**config.mk**
```make
export PLATFORM = sky130hd
export DESIGN_NAME = ewc_ctrl
export DESIGN_NICKNAME = d
export VERILOG_FILES = /design/src/rtl/core/ewc_pkg.sv /design/src/rtl/core/ewc_ctrl.sv
export SDC_FILE = /design/constraint.sdc
export NUM_CORES = 1
export LEC_CHECK = 0
export ABC_AREA = 1
export ABC_CLOCK_PERIOD_IN_PS = 2000
export BUFFER_PORTS_ARGS = -buffer_cell sky130_fd_sc_hd__buf_4
export CAP_MARGIN = 20
export CORE_AREA = 2 2 39 41
export CTS_BUF_LIST = sky130_fd_sc_hd__clkbuf_4 sky130_fd_sc_hd__clkbuf_8 sky130_fd_sc_hd__clkbuf_16
export CTS_CLUSTER_SIZE = 14
export DETAILED_ROUTE_END_ITERATION = 7
export DIE_AREA = 0 0 41 43
export HOLD_SLACK_MARGIN = 0.02
export PLACE_DENSITY = 0.66
export REMOVE_ABC_BUFFERS = 1
export SLEW_MARGIN = 30
export SYNTH_ARGS = -nofsm -noshare
export SYNTH_HDL_FRONTEND = slang
export SYNTH_SLANG_ARGS = --single-unit
```
**constraint.sdc**
```tcl
create_clock -name clk -period 2 [get_ports clk]
set_input_delay 0.4 -clock clk [delete_from_list [all_inputs] [get_ports clk]]
set_output_delay 0.4 -clock clk [all_outputs]
set_load 0.005 [all_outputs]
```
**src/rtl/core/ewc_pkg.sv**
```systemverilog
// ----------------------------------------------------------------------------
// ewc_pkg
// Shared widths, limits, controller states and command/status types.
// ----------------------------------------------------------------------------
`timescale 1ns / 1ps

package ewc_pkg;

    localparam int MAX_HITS  = 256;
    localparam int ENERGY_W  = 24;
    localparam int POS_W     = 20;
    localparam int ESUM_W    = 32;
    localparam int WSUM_W    = 52;
    localparam int PROD_W    = ENERGY_W + 1 + POS_W;
    localparam int DIV_STEPS = WSUM_W;
    localparam int STEP_W    = $clog2(DIV_STEPS);
    localparam int HIT_CNT_W = $clog2(MAX_HITS + 1);

    typedef enum logic [2:0] {
        S_IDLE,
        S_ACC,
        S_LOAD,
        S_DIV,
        S_DONE
    } ewc_state_t;

    typedef struct packed {
        logic capture;
        logic accumulate;
        logic div_load;
        logic div_step;
        logic out_load;
    } ewc_cmd_t;

    typedef struct packed {
        logic last;
        logic out_free;
    } ewc_status_t;

endpackage

```
**src/rtl/core/ewc_ctrl.sv**
```systemverilog
// ----------------------------------------------------------------------------
// ewc_ctrl
// Sequencer: hit capture, accumulation, division steps and result hand-off.
// ----------------------------------------------------------------------------
`timescale 1ns / 1ps

module ewc_ctrl
    import ewc_pkg::*;
(
    input  logic        clk,
    input  logic        rst_n,
    input  logic        in_valid,
    input  ewc_status_t status,
    output ewc_cmd_t    cmd,
    output logic        in_stall
);

    localparam logic [STEP_W-1:0] LAST_STEP = STEP_W'(DIV_STEPS - 1);

    ewc_state_t         state_reg, state_next;
    logic [STEP_W-1:0]  step_reg,  step_next;

    always_ff @(posedge clk or negedge rst_n)
    begin
        if (!rst_n)
        begin
            state_reg <= S_IDLE;
            step_reg  <= '0;
        end
        else
        begin
            state_reg <= state_next;
            step_reg  <= step_next;
        end
    end

    always_comb
    begin
        state_next = state_reg;
        step_next  = step_reg;
        cmd        = '0;
        in_stall   = 1'b1;
        case (state_reg)
            S_IDLE:
            begin
                in_stall = 1'b0;
                if (in_valid)
                begin
                    cmd.capture = 1'b1;
                    state_next  = S_ACC;
                end
            end
            S_ACC:
            begin
                cmd.accumulate = 1'b1;
                state_next     = status.last ? S_LOAD : S_IDLE;
            end
            S_LOAD:
            begin
                cmd.div_load = 1'b1;
                step_next    = '0;
                state_next   = S_DIV;
            end
            S_DIV:
            begin
                cmd.div_step = 1'b1;
                if (step_reg == LAST_STEP)
                begin
                    step_next  = '0;
                    state_next = S_DONE;
                end
                else
                begin
                    step_next = step_reg + STEP_W'(1);
                end
            end
            S_DONE:
            begin
                if (status.out_free)
                begin
                    cmd.out_load = 1'b1;
                    state_next   = S_IDLE;
                end
            end
            default:
            begin
                state_next = S_IDLE;
            end
        endcase
    end

endmodule

```
### Word level (Yosys, flattened, before mapping)

Cells that the tools add are included.

* reductions and logical operators: 3
* mux-type cells: 15
* equal/unequal tests: 8
* add/sub/neg operators: 1

Operators with widths (number)
* case mux 3 bit (5 select lines): 1
* case mux 6 bit (2 select lines): 1
* two-way mux 3 bit: 3
* two-way mux 1 bit: 8
* adder 6 x 1 -> 6 bit (second input constant): 1
* == test 3 x 2 -> 1 bit (second input constant): 2
* == test 6 bit (second input constant): 1
* two-way mux 6 bit: 1
* inequality test 2 bit (second input constant): 3
* == test 3 x 1 -> 1 bit (second input constant): 1
* == test 3 bit (second input constant): 1
* logical NOT 3 bit: 1
* AND reduction 3 bit: 1
* two-way mux 2 bit: 1
* nonzero test 2 bit: 1

* output and inout bits: 6
* bits of input ports: 5
* register bits: 9
* word-level logic and storage cells: 29

### Depth between registers and ports, before layout

* depth in word-level cells: 3
* gate-level depth with buffers: 7
* gate-level depth less buffers: 7

### Worst setup path before layout

Ideal clock, no wire load.

* path kind: reg2out
* from: register state_reg[2]
* to: output port cmd[1] (netlist name)
* arrival: 0.786 ns
* path buffers: 1
* stages on the path, launching flop included: 5
* setup slack: 0.814 ns
* cells stage by stage: dfrtp_1 -> inv_2 -> nand2_4 -> nor2_8 -> buf_4

RTL lines
* from (decl): line ewc_ctrl.sv:20 `ewc_state_t state_reg, state_next;`
* from (signal assigned): line ewc_ctrl.sv:32 `state_reg <= state_next;`
* to (decl): line ewc_ctrl.sv:14 `output ewc_cmd_t cmd,`

==> metrics.json <==
{
  "worst_hold_slack_ns": 0.351,
  "setup_tns_ns": 0,
  "finalCritPeriodShare_pct": 78.1,
  "critPathArrivalTime_ns": 1.16,
  "worst_slew_pin_slew_ns": 0.235,
  "setup_slack_ns": 0.438,
  "firstDrtPassIters": 4,
  "clkLatencyLatePin_ns": 0.26,
  "reg2regPathDepth": 6,
  "clkSinkCount": 9,
  "die_h_um": 43,
  "worst_setup_path_start_kind": "flip-flop",
  "slew_limit_fails": 0,
  "worst_ir_drop_on_vdd_mv": 0.334,
  "flow.area_growth_from_synthesis_pct": 23.4,
  "run_status": "finished clean",
  "synth.top_cells.by_area": "sky130_fd_sc_hd__dfrtp_1 (41%), sky130_fd_sc_hd__nand2_1 (11%), sky130_fd_sc_hd__inv_1 (4.8%)",
  "dieWidth_um": 41,
  "cts_root_buffer": "sky130_fd_sc_hd__clkbuf_4",
  "timing.critical_path.required_ns": 1.60,
  "final_period_minus_worst_setup_slack_ns": 1.56,
  "finalNetCount": 86,
  "place_area_um2": 633,
  "inserted_clock_buffers": 3,
  "core_region_area_um2": 1380,
  "post_synthesis_instance_total": 65,
  "netlist_area_um2": 546,
  "fraction_of_final_layout_cells_sized_beyond_drive_strength_1_pct": 32.9,
  "vias": 446,
  "gpl.final_weighted_congestion": 0.779,
  "worst_hold_path.num_cells": 3,
  "synthArstFlopShare_pct": 100,
  "proportion_of_synthesized_chip_area_in_sequential_cells_pct": 41.3,
  "setup_viol": 0,
  "post_synth_num_cell_types": 20,
  "post_synth_most_frequent_cells": "sky130_fd_sc_hd__nand2_1 (16), sky130_fd_sc_hd__dfrtp_1 (9), sky130_fd_sc_hd__inv_1 (7)",
  "global_route_total_overflow": 0,
  "number_of_synthesized_flops_with_an_enable_pin": 0,
  "drt_iter0_markers": 17,
  "detailedPlacementHpwl_um": 742,
  "postSynth.topFlopCell": "sky130_fd_sc_hd__dfrtp_1",
  "largest_register_ff_count": 6,
  "portBuffers": 10,
  "design.die.area_um2": 1760,
  "number_of_max_cap_violations": 0,
  "floorplan.initialDensity_pct": 39.4,
  "total_power_mw": 0.350,
  "synth_most_common_cell": "sky130_fd_sc_hd__nand2_1",
  "grt_first_pass_wirelength_um": 1620,
  "worst_clock_skew_ns": 0.00266,
  "synth_seq_cells": 9,
  "timing.slew.headroom_pct": 84.2,
  "leakage_nw": 0.354,
  "avgRoutedWirePerCell_um": 9.89,
  "cts_htree_levels": 1,
  "final-hold-violation-count": 0,
  "first_global_vias": 403,
  "route.final.wire_length_um": 940,
  "grt_util_all_layers_pct": 13.6,
  "n_antenna_cell": 0,
  "clock_path_buffers": 2,
  "post-route-drc-count": 0,
  "post-route-cell-area_um2": 673,
  "netlist.area_leader.share_pct": 41.3,
  "avgSynthCellArea_um2": 8.39,
  "clk_transition_reported_paths_ns": 0.06,
  "cts_post_setup_buffers_inserted": 0,
  "max_freq_ghz": 0.640,
  "placement_rows": 14,
  "crit_path_max_fanout": 4,
  "crit_type": "flip-flop to primary output",
  "synth.largest_area_cell": "sky130_fd_sc_hd__dfrtp_1",
  "ios": 11,
  "drt.antenna.violating_nets": 0,
  "ys.warnings.count": 0,
  "worst_hold_path_type": "input pin to flip-flop",
  "place_worst_setup_slack_ns": 0.717,
  "power_per_cell_area_nw_per_um2": 519,
  "grt_max_degree": 10,
  "cp-end-kind": "primary output",
  "cts_tree": "done",
  "grt_setup_unrepaired": "false",
  "grt_antenna_before_repair": 0,
  "drt-vias-per-instance": 4.69
}
==> layer usage <==
| layer | vias up | GRT usage [%] | part of all wire [%] |
|---|---|---|---|
| li1 | 236 | - | - |
| met1 | 202 | 18.1 | 47 |
| met3 | 2 | 3.14 | 2.4 |
| met5 | - | 0 | 0 |
| met2 | 6 | 20.3 | 48 |
| met4 | 0 | 6.00 | 1.8 |
==> critical path, cell delays in order, from the launching register on <==
cell,delay (ns)
sky130_fd_sc_hd__dfrtp_1,0.42
sky130_fd_sc_hd__nor2_1,0.18
sky130_fd_sc_hd__nand2_1,0.09
sky130_fd_sc_hd__nor2_1,0.09
sky130_fd_sc_hd__buf_4,0.11
==> report_power, final <==
group          total [mW]  internal (mW)  switching [mW]
Sequential          0.182          0.182               0
Combinational      0.0118        0.00653         0.00522
Clock               0.156         0.0906          0.0652
==> path summary, 6_finish.rpt <==
path                               from      endpoint  slack, ns
setup / recovery           state_reg[2]        cmd[4]       0.44
hold / removal                status[1]  state_reg[1]       0.35
setup reg to reg            step_reg[0]   step_reg[5]       0.80
hold reg to reg             step_reg[5]   step_reg[5]       0.54
max in group asynchronous         rst_n   step_reg[4]       1.37
min in group asynchronous         rst_n   step_reg[1]       0.49
==> layout make-up <==
type	count	area, um2
repair buffers	11	85.1
clock buffers	4	30.0
fillers	140	711
well taps	16	20.0
inverters	10	37.5
multi-input cells	45	275
flip-flops and latches	9	225
==> through the flow <==
stage / utilization, % / instances
final: 48.6 / 95
after global routing: 48.6 / 95
after CTS: 48.6 / 95
after detailed placement: 45.8 / 90
after global placement: 45.8 / 90
after floorplan: - / 64
==> what timing repair did <==
action | in CTS | in global routing
resized for setup | 0 | 0
hold buffers | 1 | 0
endpoints found under the setup margin | 0 | 0
hold endpoints to repair | 9 | 0
==> kinds of logic (layout without fill, tap and decap cells) <==
group,count (synthesis),after routing,share of synthesized area [%]
flops,9,9,41.3
fa+ha+maj,1,1,2.29
xor+xnor,3,3,4.82
compound gates,6,6,8.49
buf+inv,11,25,8.26
simple gates,35,35,34.9
==> layout by cell type (no fill, tap or decap), drive strengths merged <==
master       Yosys  final
ha               1      1
nor2             6      6
buf              1     10
nand3            7      7
a22o             1      1
nor4             1      1
inv             10     10
o21ai            3      3
nand4            2      2
dfrtp            9      9
nand2           18     18
xor2             3      3
dlygate4sd3      0      1
nor3             1      1
a21oi            2      2
clkbuf           0      4
Power figures use the tool's default switching activity.
